==> config.mk <==
export PLATFORM = sky130hd
export DESIGN_NAME = group_aggregate_unit_top
export DESIGN_NICKNAME = d
export VERILOG_FILES = /design/src/rtl/gau_pkg.sv /design/src/rtl/gau_front.sv /design/src/rtl/gau_accum.sv /design/src/rtl/gau_finish.sv /design/src/rtl/group_aggregate_unit_top.sv
export SDC_FILE = /design/constraint.sdc
export NUM_CORES = 2
export LEC_CHECK = 0
export ABC_AREA = 1
export BUFFER_PORTS_ARGS = -buffer_cell sky130_fd_sc_hd__buf_2
export CAP_MARGIN = 25
export CORE_ASPECT_RATIO = 0.8
export CORE_UTILIZATION = 45
export CTS_BUF_LIST = sky130_fd_sc_hd__clkbuf_8 sky130_fd_sc_hd__clkbuf_16
export DETAILED_ROUTE_END_ITERATION = 8
export PLACE_DENSITY = 0.61
export SLEW_MARGIN = 20
export SYNTH_ARGS = -nofsm -noshare
export SYNTH_HDL_FRONTEND = slang
export SYNTH_HIERARCHICAL = 1
export SYNTH_SLANG_ARGS = --single-unit
==> constraint.sdc <==
create_clock -name clk_i -period 11 [get_ports clk_i]
set_input_delay 0 -clock clk_i [delete_from_list [all_inputs] [get_ports clk_i]]
set_output_delay 0 -clock clk_i [all_outputs]
set_load 0.005 [all_outputs]
==> src/rtl/gau_pkg.sv <==
`timescale 1ns / 1ps
package gau_pkg;

  localparam int ValueBits    = 32;
  localparam int WeightBits   = 16;
  localparam int FractionBits = 16;
  localparam int AccBits      = 64;
  localparam int WtBits       = 48;
  localparam int CntBits      = 32;
  localparam int CfgIdxBits   = 2;
  localparam int QueueDepth   = 2;
  localparam int QueuePtrBits = 1;
  // Numerator width: 64-bit magnitude times 100 (7 bits) shifted by the fraction bits.
  localparam int NumBits      = AccBits + 7 + FractionBits;
  localparam int NumCntBits   = $clog2(NumBits + 1);

  localparam logic [WtBits-1:0]  WtMax  = {WtBits{1'b1}};
  localparam logic [CntBits-1:0] CntMax = {CntBits{1'b1}};
  localparam logic [6:0]         PctScale = 7'd100;

  typedef enum logic [4:0] {
    FN_SUM    = 5'd0,
    FN_MEAN   = 5'd1,
    FN_MAX    = 5'd2,
    FN_MIN    = 5'd3,
    FN_PGT    = 5'd4,
    FN_PLT    = 5'd5,
    FN_PIN    = 5'd6,
    FN_POUT   = 5'd7,
    FN_FGT    = 5'd8,
    FN_FLT    = 5'd9,
    FN_FIN    = 5'd10,
    FN_FOUT   = 5'd11,
    FN_N      = 5'd12,
    FN_NU     = 5'd13,
    FN_NMISS  = 5'd14,
    FN_NUMISS = 5'd15,
    FN_FIRST  = 5'd16,
    FN_LAST   = 5'd17
  } func_e;

  typedef enum logic [CfgIdxBits-1:0] {
    REG_FUNC   = 2'd0,
    REG_LOW    = 2'd1,
    REG_HIGH   = 2'd2,
    REG_COLWISE = 2'd3
  } reg_e;

  typedef struct packed {
    logic signed [ValueBits-1:0] sample_value;
    logic [WeightBits-1:0]       case_weight;
    logic                        is_missing;
    logic                        last_in_group;
  } in_item_t;

  typedef struct packed {
    logic signed [AccBits-1:0] agg_result;
    logic                      agg_missing;
    logic                      agg_saturated;
  } out_item_t;

  // Classified operation passed from the front end to the back end.
  typedef struct packed {
    logic [4:0]                  func;
    logic signed [ValueBits-1:0] value;
    logic [WeightBits-1:0]       weight;
    logic                        missing;
    logic                        hit;
    logic                        last;
  } op_t;

  typedef struct packed {
    logic signed [AccBits-1:0] acc;
    logic [WtBits-1:0]         wt;
    logic [CntBits-1:0]        cnt;
    logic                      value_seen;
    logic                      missing_seen;
    logic                      sat_seen;
    logic [4:0]                func;
    logic                      columnwise;
  } group_t;

endpackage

==> src/rtl/gau_front.sv <==
`timescale 1ns / 1ps
module gau_front (
  input  logic              clk_i,
  input  logic              rst_ni,
  input  logic              in_valid_i,
  output logic              in_ready_o,
  input  gau_pkg::in_item_t in_data_i,
  input  logic [4:0]        func_i,
  input  logic signed [31:0] arg_low_i,
  input  logic signed [31:0] arg_high_i,
  output logic              op_valid_o,
  input  logic              op_ready_i,
  output gau_pkg::op_t      op_o
);

  gau_pkg::op_t mem_q [gau_pkg::QueueDepth];
  logic [gau_pkg::QueuePtrBits-1:0] wr_q, rd_q;
  logic [gau_pkg::QueuePtrBits:0]   cnt_q;
  logic signed [31:0] lo, hi;
  logic hit;
  logic push, pop;
  gau_pkg::op_t op;

  assign lo = (arg_low_i < arg_high_i) ? arg_low_i : arg_high_i;
  assign hi = (arg_low_i < arg_high_i) ? arg_high_i : arg_low_i;

  // Classify the sample against the threshold or range.
  always_comb begin
    case (func_i)
      gau_pkg::FN_PGT, gau_pkg::FN_FGT: hit = in_data_i.sample_value > arg_low_i;
      gau_pkg::FN_PLT, gau_pkg::FN_FLT: hit = in_data_i.sample_value < arg_low_i;
      gau_pkg::FN_PIN, gau_pkg::FN_FIN:
        hit = (lo <= in_data_i.sample_value) && (in_data_i.sample_value <= hi);
      default: hit = (in_data_i.sample_value < lo) || (in_data_i.sample_value > hi);
    endcase
  end

  always_comb begin
    op.func    = func_i;
    op.value   = in_data_i.sample_value;
    op.weight  = in_data_i.case_weight;
    op.missing = in_data_i.is_missing;
    op.hit     = hit;
    op.last    = in_data_i.last_in_group;
  end

  assign in_ready_o = (cnt_q != (gau_pkg::QueuePtrBits+1)'(gau_pkg::QueueDepth));
  assign push = in_valid_i && in_ready_o;
  assign op_valid_o = (cnt_q != '0);
  assign pop = op_valid_o && op_ready_i;
  assign op_o = mem_q[rd_q];

  always_ff @(posedge clk_i) begin
    if (push) begin
      mem_q[wr_q] <= op;
    end
  end

  always_ff @(posedge clk_i or negedge rst_ni) begin
    if (!rst_ni) begin
      wr_q  <= '0;
      rd_q  <= '0;
      cnt_q <= '0;
    end else begin
      if (push) wr_q <= wr_q + 1'b1;
      if (pop)  rd_q <= rd_q + 1'b1;
      cnt_q <= cnt_q + (gau_pkg::QueuePtrBits+1)'(push) - (gau_pkg::QueuePtrBits+1)'(pop);
    end
  end

endmodule

==> src/rtl/gau_accum.sv <==
`timescale 1ns / 1ps
module gau_accum (
  input  logic              clk_i,
  input  logic              rst_ni,
  input  logic              columnwise_i,
  input  logic              op_valid_i,
  output logic              op_ready_o,
  input  gau_pkg::op_t      op_i,
  output logic              grp_valid_o,
  input  logic              grp_ready_i,
  output gau_pkg::group_t   grp_o
);

  logic signed [gau_pkg::AccBits-1:0] acc_q, acc_d;
  logic [gau_pkg::WtBits-1:0]  wt_q, wt_d;
  logic [gau_pkg::CntBits-1:0] cnt_q, cnt_d;
  logic vseen_q, vseen_d, mseen_q, mseen_d, sat_q, sat_d;
  logic grp_valid_q;
  gau_pkg::group_t grp_q;

  logic signed [47:0] prod;
  logic signed [gau_pkg::AccBits-1:0] addend;
  logic signed [gau_pkg::AccBits:0]   sum_ext;
  logic add_en, wt_en, cnt_en, ovf;
  logic [gau_pkg::WtBits:0] wt_sum;
  logic take;

  assign prod = op_i.value * $signed({1'b0, op_i.weight});
  assign op_ready_o = !grp_valid_q || grp_ready_i;
  assign take = op_valid_i && op_ready_o;

  always_comb begin
    addend = gau_pkg::AccBits'($signed({1'b0, op_i.weight}));
    add_en = 1'b0;
    wt_en  = 1'b0;
    cnt_en = 1'b0;
    acc_d  = acc_q;
    vseen_d = vseen_q;
    mseen_d = mseen_q || op_i.missing;
    if (op_i.missing) begin
      add_en = (op_i.func == gau_pkg::FN_NMISS);
      cnt_en = (op_i.func == gau_pkg::FN_NUMISS);
    end else begin
      case (op_i.func)
        gau_pkg::FN_SUM: begin
          addend = gau_pkg::AccBits'(prod);
          add_en = 1'b1;
          vseen_d = 1'b1;
        end
        gau_pkg::FN_MEAN: begin
          addend = gau_pkg::AccBits'(prod);
          add_en = 1'b1;
          wt_en = 1'b1;
        end
        gau_pkg::FN_MAX: begin
          if (!vseen_q || gau_pkg::AccBits'(op_i.value) > acc_q)
            acc_d = gau_pkg::AccBits'(op_i.value);
          vseen_d = 1'b1;
        end
        gau_pkg::FN_MIN: begin
          if (!vseen_q || gau_pkg::AccBits'(op_i.value) < acc_q)
            acc_d = gau_pkg::AccBits'(op_i.value);
          vseen_d = 1'b1;
        end
        gau_pkg::FN_PGT, gau_pkg::FN_PLT, gau_pkg::FN_PIN, gau_pkg::FN_POUT,
        gau_pkg::FN_FGT, gau_pkg::FN_FLT, gau_pkg::FN_FIN, gau_pkg::FN_FOUT: begin
          add_en = op_i.hit;
          wt_en = 1'b1;
        end
        gau_pkg::FN_N: add_en = 1'b1;
        gau_pkg::FN_NU: cnt_en = 1'b1;
        gau_pkg::FN_FIRST: begin
          if (!vseen_q) acc_d = gau_pkg::AccBits'(op_i.value);
          vseen_d = 1'b1;
        end
        gau_pkg::FN_LAST: begin
          acc_d = gau_pkg::AccBits'(op_i.value);
          vseen_d = 1'b1;
        end
        default: ;
      endcase
    end
    sum_ext = {acc_q[gau_pkg::AccBits-1], acc_q} + {addend[gau_pkg::AccBits-1], addend};
    ovf = sum_ext[gau_pkg::AccBits] != sum_ext[gau_pkg::AccBits-1];
    sat_d = sat_q;
    if (add_en) begin
      if (ovf) begin
        acc_d = sum_ext[gau_pkg::AccBits] ? {1'b1, {(gau_pkg::AccBits-1){1'b0}}}
                                          : {1'b0, {(gau_pkg::AccBits-1){1'b1}}};
        sat_d = 1'b1;
      end else begin
        acc_d = sum_ext[gau_pkg::AccBits-1:0];
      end
    end
    wt_sum = {1'b0, wt_q} + (gau_pkg::WtBits+1)'(op_i.weight);
    wt_d = wt_q;
    if (wt_en) begin
      if (wt_sum[gau_pkg::WtBits]) begin
        wt_d = gau_pkg::WtMax;
        sat_d = 1'b1;
      end else begin
        wt_d = wt_sum[gau_pkg::WtBits-1:0];
      end
    end
    cnt_d = cnt_q;
    if (cnt_en) begin
      if (cnt_q == gau_pkg::CntMax) sat_d = 1'b1;
      else cnt_d = cnt_q + 1'b1;
    end
  end

  always_ff @(posedge clk_i or negedge rst_ni) begin
    if (!rst_ni) begin
      acc_q <= '0;
      wt_q <= '0;
      cnt_q <= '0;
      vseen_q <= 1'b0;
      mseen_q <= 1'b0;
      sat_q <= 1'b0;
      grp_valid_q <= 1'b0;
    end else begin
      grp_valid_q <= (take && op_i.last) || (grp_valid_q && !grp_ready_i);
      if (take) begin
        if (op_i.last) begin
          acc_q <= '0;
          wt_q <= '0;
          cnt_q <= '0;
          vseen_q <= 1'b0;
          mseen_q <= 1'b0;
          sat_q <= 1'b0;
        end else begin
          acc_q <= acc_d;
          wt_q <= wt_d;
          cnt_q <= cnt_d;
          vseen_q <= vseen_d;
          mseen_q <= mseen_d;
          sat_q <= sat_d;
        end
      end
    end
  end

  // Snapshot the finished group for the divider.
  always_ff @(posedge clk_i) begin
    if (take && op_i.last) begin
      grp_q.acc <= acc_d;
      grp_q.wt <= wt_d;
      grp_q.cnt <= cnt_d;
      grp_q.value_seen <= vseen_d;
      grp_q.missing_seen <= mseen_d;
      grp_q.sat_seen <= sat_d;
      grp_q.func <= op_i.func;
      grp_q.columnwise <= columnwise_i;
    end
  end

  assign grp_valid_o = grp_valid_q;
  assign grp_o = grp_q;

endmodule

==> src/rtl/gau_finish.sv <==
`timescale 1ns / 1ps
module gau_finish (
  input  logic               clk_i,
  input  logic               rst_ni,
  input  logic               grp_valid_i,
  output logic               grp_ready_o,
  input  gau_pkg::group_t    grp_i,
  output logic               out_valid_o,
  input  logic               out_ready_i,
  output gau_pkg::out_item_t out_data_o
);

  localparam int NB = gau_pkg::NumBits;

  typedef enum logic [1:0] {
    ST_IDLE,
    ST_DIV,
    ST_OUT
  } state_e;

  state_e state_q;
  logic [NB-1:0] num_q;
  logic [gau_pkg::WtBits:0] rem_q;
  logic [gau_pkg::WtBits-1:0] den_q;
  logic [NB-1:0] quo_q;
  logic [gau_pkg::NumCntBits-1:0] step_q;
  logic neg_q;
  gau_pkg::out_item_t out_q;

  logic [gau_pkg::AccBits-1:0] mag;
  logic [gau_pkg::AccBits+6:0] scaled;
  logic direct, miss, is_ratio;
  logic [gau_pkg::AccBits-1:0] direct_res;
  logic [gau_pkg::WtBits:0] rem_sh, rem_sub;
  logic [NB-1:0] q_next, q_rnd;
  logic q_big, ovf;
  logic [gau_pkg::AccBits-1:0] fin_res;

  always_comb begin
    miss = 1'b0;
    direct = 1'b1;
    is_ratio = 1'b0;
    direct_res = grp_i.acc;
    if (grp_i.func > gau_pkg::FN_LAST) begin
      miss = 1'b1;
    end else if (grp_i.columnwise && grp_i.missing_seen &&
                 !(grp_i.func inside {gau_pkg::FN_N, gau_pkg::FN_NU,
                                      gau_pkg::FN_NMISS, gau_pkg::FN_NUMISS})) begin
      miss = 1'b1;
    end else if (grp_i.func inside {gau_pkg::FN_SUM, gau_pkg::FN_MAX, gau_pkg::FN_MIN,
                                    gau_pkg::FN_FIRST, gau_pkg::FN_LAST}) begin
      miss = !grp_i.value_seen;
    end else if (grp_i.func inside {gau_pkg::FN_N, gau_pkg::FN_NMISS}) begin
      miss = 1'b0;
    end else if (grp_i.func inside {gau_pkg::FN_NU, gau_pkg::FN_NUMISS}) begin
      direct_res = gau_pkg::AccBits'(grp_i.cnt);
    end else if (grp_i.wt == '0) begin
      miss = 1'b1;
    end else begin
      direct = 1'b0;
      is_ratio = grp_i.func != gau_pkg::FN_MEAN;
    end
    if (is_ratio) mag = grp_i.acc[gau_pkg::AccBits-1] ? '0 : grp_i.acc;
    else mag = grp_i.acc[gau_pkg::AccBits-1] ? -grp_i.acc : grp_i.acc;
    // Percentages scale by 100, fractions and the mean by one.
    if (grp_i.func <= gau_pkg::FN_POUT && is_ratio) scaled = mag * gau_pkg::PctScale;
    else scaled = (gau_pkg::AccBits+7)'(mag);
  end

  // One restoring-division step per cycle.
  assign rem_sh  = {rem_q[gau_pkg::WtBits-1:0], num_q[NB-1]};
  assign rem_sub = rem_sh - {1'b0, den_q};
  assign q_next  = {quo_q[NB-2:0], !rem_sub[gau_pkg::WtBits]};

  assign q_big = |quo_q[NB-1:gau_pkg::AccBits-1];
  always_comb begin
    q_rnd = quo_q + NB'(({rem_q, 1'b0} >= {2'b0, den_q}) && !q_big);
    ovf = q_big || (neg_q ? (q_rnd > NB'({1'b1, {(gau_pkg::AccBits-1){1'b0}}}))
                          : (q_rnd > NB'({1'b0, {(gau_pkg::AccBits-1){1'b1}}})));
    if (ovf) fin_res = neg_q ? {1'b1, {(gau_pkg::AccBits-1){1'b0}}}
                             : {1'b0, {(gau_pkg::AccBits-1){1'b1}}};
    else if (neg_q) fin_res = -q_rnd[gau_pkg::AccBits-1:0];
    else fin_res = q_rnd[gau_pkg::AccBits-1:0];
  end

  assign grp_ready_o = (state_q == ST_IDLE);

  always_ff @(posedge clk_i or negedge rst_ni) begin
    if (!rst_ni) begin
      state_q <= ST_IDLE;
      step_q <= '0;
    end else begin
      case (state_q)
        ST_IDLE: begin
          if (grp_valid_i) begin
            if (direct) begin
              out_q.agg_result <= miss ? '0 : direct_res;
              out_q.agg_missing <= miss;
              out_q.agg_saturated <= grp_i.sat_seen;
              state_q <= ST_OUT;
            end else begin
              num_q <= {scaled, {gau_pkg::FractionBits{1'b0}}};
              den_q <= grp_i.wt;
              rem_q <= '0;
              quo_q <= '0;
              neg_q <= !is_ratio && grp_i.acc[gau_pkg::AccBits-1];
              out_q.agg_saturated <= grp_i.sat_seen;
              step_q <= gau_pkg::NumCntBits'(NB);
              state_q <= ST_DIV;
            end
          end
        end
        ST_DIV: begin
          if (step_q == '0) begin
            out_q.agg_result <= fin_res;
            out_q.agg_missing <= 1'b0;
            out_q.agg_saturated <= out_q.agg_saturated || ovf;
            state_q <= ST_OUT;
          end else begin
            rem_q <= rem_sub[gau_pkg::WtBits] ? rem_sh : rem_sub;
            quo_q <= q_next;
            num_q <= {num_q[NB-2:0], 1'b0};
            step_q <= step_q - 1'b1;
          end
        end
        ST_OUT: begin
          if (out_ready_i) state_q <= ST_IDLE;
        end
        default: state_q <= ST_IDLE;
      endcase
    end
  end

  assign out_valid_o = (state_q == ST_OUT);
  assign out_data_o = out_q;

`ifndef SYNTHESIS
  a_miss_zero: assert property (@(posedge clk_i) disable iff (!rst_ni)
    out_valid_o && out_data_o.agg_missing |-> out_data_o.agg_result == '0)
    else $error("missing result not zero");
  a_out_hold: assert property (@(posedge clk_i) disable iff (!rst_ni)
    out_valid_o && !out_ready_i |=> out_valid_o && $stable(out_data_o))
    else $error("result changed while stalled");
  a_no_take_busy: assert property (@(posedge clk_i) disable iff (!rst_ni)
    state_q == ST_DIV |-> !grp_ready_o)
    else $error("group taken during division");
`endif

endmodule

==> src/rtl/group_aggregate_unit_top.sv <==
`timescale 1ns / 1ps
// Group aggregation over presorted, weighted samples.
// Input channel (in_valid_i/in_ready_o/in_data_i): one sample per transfer,
// with value, weight, missing flag and last-of-group mark.
// Output channel (out_valid_o/out_ready_i/out_data_o): one result per group,
// sent after the transfer that carries the last-of-group mark.
// Config channel (cfg_valid_i/cfg_ready_o/cfg_index_i/cfg_data_i): 0 func_select,
// 1 arg_low, 2 arg_high, 3 columnwise; write only while the block is idle.
// Throughput: the accumulator takes one transfer a cycle from a two-entry queue
// fed by the classifying front end; after a group end it stalls until the finish
// stage, busy in the divider or holding a result at the output, takes that group.
// Integer results pass through the group snapshot and the output register after
// the last sample's transfer; mean, fraction and percentage results run through a
// restoring divider, one quotient bit a cycle, for 87 bits, then a rounding step.
// Reset clears configuration to zero and all accumulators.
// When the receiver stalls, the result holds, the divider idles, and the
// queue fills, after which in_ready_o drops.
module group_aggregate_unit_top (
  input  logic               clk_i,
  input  logic               rst_ni,
  input  logic               in_valid_i,
  output logic               in_ready_o,
  input  gau_pkg::in_item_t  in_data_i,
  output logic               out_valid_o,
  input  logic               out_ready_i,
  output gau_pkg::out_item_t out_data_o,
  input  logic               cfg_valid_i,
  output logic               cfg_ready_o,
  input  logic [gau_pkg::CfgIdxBits-1:0] cfg_index_i,
  input  logic [31:0]        cfg_data_i
);

  logic [4:0] func_q;
  logic signed [31:0] low_q, high_q;
  logic colw_q;
  logic op_valid, op_ready, grp_valid, grp_ready;
  gau_pkg::op_t op;
  gau_pkg::group_t grp;

  assign cfg_ready_o = 1'b1;

  // Hold configuration registers.
  always_ff @(posedge clk_i or negedge rst_ni) begin
    if (!rst_ni) begin
      func_q <= '0;
      low_q <= '0;
      high_q <= '0;
      colw_q <= 1'b0;
    end else if (cfg_valid_i) begin
      case (cfg_index_i)
        gau_pkg::REG_FUNC:    func_q <= cfg_data_i[4:0];
        gau_pkg::REG_LOW:     low_q <= cfg_data_i;
        gau_pkg::REG_HIGH:    high_q <= cfg_data_i;
        gau_pkg::REG_COLWISE: colw_q <= cfg_data_i[0];
        default: ;
      endcase
    end
  end

  gau_front u_front (
    .clk_i, .rst_ni,
    .in_valid_i, .in_ready_o, .in_data_i,
    .func_i(func_q), .arg_low_i(low_q), .arg_high_i(high_q),
    .op_valid_o(op_valid), .op_ready_i(op_ready), .op_o(op)
  );

  gau_accum u_accum (
    .clk_i, .rst_ni, .columnwise_i(colw_q),
    .op_valid_i(op_valid), .op_ready_o(op_ready), .op_i(op),
    .grp_valid_o(grp_valid), .grp_ready_i(grp_ready), .grp_o(grp)
  );

  gau_finish u_finish (
    .clk_i, .rst_ni,
    .grp_valid_i(grp_valid), .grp_ready_o(grp_ready), .grp_i(grp),
    .out_valid_o, .out_ready_i, .out_data_o
  );

endmodule
==> results_tabular.tex <==
\begin{tabular}{lr}
\hline
Metric & Value \\
\hline
\multicolumn{2}{l}{\textbf{Worst setup path}} \\
\quad Source of the worst register-to-register timing path & u\_front/rd\_q\$\_DFFE\_PN0P\_ \\
\quad Depth of the most critical reg-to-reg path & 38 \\
\quad Worst EP arrival & 10950 ps \\
\quad Max stage delay on crit path & around 580 ps \\
\quad Most Frequent Cell on Critical Path & nand2\_1 \\
\quad Cell type of the slowest stage on the worst timing path & nand2\_1 \\
\quad R2R Path End & u\_accum/grp\_o[139]\$\_DFFE\_PP\_ \\
\quad Endpoint kind of the worst setup timing path & flop \\
\quad Slack of the worst reg-to-reg path & between 500 and 600 ps \\
\quad Worst Path Max Fanout & 18 \\
\quad Worst EP required & 11500 ps \\
\quad Critical path class & reg -> reg \\
\quad Startpoint type of the worst setup path & flop \\
\multicolumn{2}{l}{\textbf{Die}} \\
\quad Core box area & 199000 um2 \\
\quad Number of placement rows & 146 \\
\quad Ports placed on the boundary & 158 \\
\quad Starting utilization of the core area & a little under half \\
\quad Die Y & slightly above 400 um \\
\quad Floorplan die area & between 200000 and 250000 um2 \\
\quad Die span in x & between 500 and 600 um \\
\multicolumn{2}{l}{\textbf{CTS}} \\
\quad Clock tree sinks & 818 \\
\quad Clock transition at the registers of the reported paths & about 60 ps \\
\quad H-tree levels & 3 \\
\quad Source-to-sink clock delay at the later pin of the worst-skew pair & 780 ps \\
\quad Clock tree from TritonCTS & done \\
\quad Clock tree root driver cell & clkbuf\_16 \\
\quad Clock tree buffer depth & 3 \\
\quad TritonCTS buffer count & 98 \\
\multicolumn{2}{l}{\textbf{Finish}} \\
\quad Final-stage net count & around 14000 \\
\quad Final core utilization & 49.6\% \\
\quad Multi-input combinational cell area & 56100 um2 \\
\quad Post-route design area & 98500 um2 \\
\quad Fillers & between 20000 and 25000 \\
\quad Commonest non-fill, non-tap cells in the layout & 3436 x nand2\_1, 2308 x inv\_1, 1048 x nor2\_1 \\
\quad Combined flip-flop and latch cell area & 23400 um2 \\
\quad Most common library cell in the layout ignoring fill and taps & nand2\_1 \\
\quad P\&R area growth vs syn & 9.00\% \\
\quad Proportion of layout cells with a drive suffix above 1 & 5.83\% \\
\multicolumn{2}{l}{\textbf{Timing}} \\
\quad Period Utilization, post-route & between 90 and 100\% \\
\quad Hold violation count in the final report & 0 \\
\quad RSZ-0062 raised after global routing & no \\
\quad Max-slew violation count & 0 \\
\quad Total setup violations reported at the end of the flow & 0 \\
\quad Max-slew headroom at the worst pin & around 28\% \\
\quad Slew at the pin closest to its max-slew limit & 1080 ps \\
\quad Max Clock Skew & 50.8 ps \\
\quad Peak clock frequency supported by timing & 95.8 MHz \\
\quad Min Clock Period, post-route & between 10000 and 15000 ps \\
\quad Final sum of negative setup slack & 0 ps \\
\multicolumn{2}{l}{\textbf{Route}} \\
\quad Vias per cell & 5.59 \\
\quad DR iter-0 viols & approximately 9500 \\
\quad Vias after detailed routing & 86324 \\
\quad Avg WL per Cell & 21.9 um \\
\quad Initial DRT Pass Iterations & 6 \\
\quad Overall routed net length & 339000 um \\
\quad Remaining DRCs & 0 \\
\quad Antenna-violating nets left & 0 \\
\multicolumn{2}{l}{\textbf{Min path}} \\
\quad Worst hold endpoint & u\_front/wr\_q\$\_DFFE\_PN0P\_ \\
\quad Hold Crit Depth & 4 \\
\quad Origin of the worst min-delay path & in\_valid\_i \\
\quad Kind of path behind the tightest hold check & in -> reg \\
\multicolumn{2}{l}{\textbf{Global routing}} \\
\quad Met1 capacity usage during global routing & a little under half \\
\quad Pin count of the biggest net entering global routing & 143 \\
\quad Antenna violations before repair & 10 \\
\quad GR met3 Demand/Resource & 5.28\% \\
\quad GRT Max-Usage Layer & met2 \\
\quad Global-route wire length before repair & slightly above 500000 um \\
\quad All-Layer GR Usage & 33.1\% \\
\quad Via count of the first global-routing pass & 83667 \\
\quad Met2 usage & 50.7\% \\
\quad Overflow after GRT & 0 \\
\multicolumn{2}{l}{\textbf{Logic synthesis}} \\
\quad Syn Inst Count & 12642 \\
\quad Synthesized area per cell & around 7.1 um2 \\
\quad Number of enable flip-flop cells after synthesis & 587 \\
\quad Net Count, Synth & 13916 \\
\quad Register bit count reported by yosys & just over 800 \\
\quad Fraction of synthesis flops using an asynchronous set or reset pin & 28.2\% \\
\quad Part of the Yosys area used for sequential elements & 25.9\% \\
\quad Most common flop cell mapped by yosys & edfxtp\_1 \\
\quad Yosys warning total & 6 \\
\quad Post-synth design cell area & between 90000 and 100000 um2 \\
\quad Count of distinct cell types in the synthesized netlist & between 70 and 80 \\
\multicolumn{2}{l}{\textbf{Job}} \\
\quad Max-cap viol count & 0 \\
\multicolumn{2}{l}{\textbf{Place}} \\
\quad Routability cong. & around 1.0 \\
\quad Total of buffers placed on input and output ports & between 150 and 200 \\
\quad Post-placement cell area & 93700 um2 \\
\quad Detail Placement HPWL & 265000 um \\
\multicolumn{2}{l}{\textbf{Outcome}} \\
\quad Status & completed \\
\hline
\end{tabular}
## routing by layer
metal / vias to the layer above / wire, um
met5: - / 30
met4: 4 / 14900
met3: 632 / 28900
met2: 3924 / 147000
met1: 41341 / 148000
li1: 40423 / -
## kinds of logic after synthesis
family,Yosys count,share of synthesized area (%)
xor+xnor,282,2.74
compound gates,1584,10.1
buf+inv,2796,12.3
other cells,1,0.00415
simple gates,5976,28.1
fa+ha+maj,1185,20.9
flops,818,25.9
## synthesized netlist by cell type (all sizes together), types with 2 or more instances
library cell  number  area, um2
o211ai            65        488
dfrtp            231       5780
inv             2325       8730
edfxtp           587      17600
and2              22        138
and3               6       37.5
xnor2             98        858
nand4            219       1370
nor4              68        453
xor2             184       1620
o221a              2       22.5
nand3            885       4660
o2111ai            5       43.8
o221ai            40        350
clkbuf           297       1120
clkinv             8       30.0
a21boi            63        480
ha               639       8000
nor3b              6       50.1
fa               546      10900
a221oi             6       52.6
o21ai            518       2630
or2               24        153
a21oi            591       2980
o22ai             44        275
buf              165       1170
nand2           3499      13300
nor3             116        596
nor2            1107       4400
o21bai            23        173
a22o               4       35.0
o21a              55        413
a31oi             70        438
a21o              35        263
o31ai              8       60.1
nand3b            20        150
a22oi             37        278
a41oi              5       43.8
a211oi             7       52.6
a31o               4       35.0
## worst max-delay path by stage
stage | start | end | cells past startpoint
after global placement | u_front/rd_q$_DFFE_PN0P_ | u_accum/grp_o[110]$_DFFE_PP_ | 42
after CTS | u_front/rd_q$_DFFE_PN0P_ | u_accum/grp_o[105]$_DFFE_PP_ | 42
final | u_front/rd_q$_DFFE_PN0P_ | u_accum/grp_o[139]$_DFFE_PP_ | 38
after global routing | u_front/rd_q$_DFFE_PN0P_ | u_accum/grp_o[110]$_DFFE_PP_ | 45
after detailed placement | u_front/rd_q$_DFFE_PN0P_ | u_accum/grp_o[104]$_DFFE_PP_ | 42
after floorplan | u_front/rd_q$_DFFE_PN0P_ | u_accum/grp_o[89]$_DFFE_PP_ | 41
## cell type report
class                           instances  area share (%)
Clock inverter                         75           0.880
Tap cell                             2664            3.38
Inverter                             2333            8.90
Sequential cell                       818            23.8
Antenna cell                            1         0.00254
Clock buffer                          111            2.72
Multi-Input combinational cell       9029            57.0
Timing Repair Buffer                  424            3.33
## critical path: cells and delay by family, from the launching register on
family	cells	cell delay [ps]
AO/OA/AOI/OAI	5	1420
XOR/XNOR	1	300
adder cells (fa/ha/maj)	8	4020
buffers and inverters	8	1230
flip-flops	1	430
AND/OR/NAND/NOR	16	2740
## state kept, by name (all words and copies together), names as in the netlist, 48 cells and up
signal and cells:
u_accum/acc_q 64, u_accum/grp_o 153, u_accum/wt_q 48, u_finish/den_q 48
u_finish/num_q 71, u_finish/out_data_o 66, u_finish/quo_q 87, u_finish/rem_q 49
u_front/mem_q 112
## repair_timing
item | in CTS | in global routing
resized for setup | 0 | 29
endpoints found under the hold margin | 425 | 0
setup buffers | 0 | 3
endpoints found under the setup margin | 0 | 129
hold buffers | 105 | 0
## through the flow
step / setup slack (ps) / instances / hold slack (ps)
6_report: 559 / 15455 / 45.0
3_5_place_dp: 314 / 15157 / -6.96
4_1_cts: 276 / 15448 / 0.967
5_1_grt: 11.4 / 15454 / 45.5
2_1_floorplan: 730 / 12642 / -296
3_3_place_gp: 245 / 15155 / -9.25
Power is not shown: default switching activity piles up to over one toggle a cycle in this logic, so the estimate is an artifact.
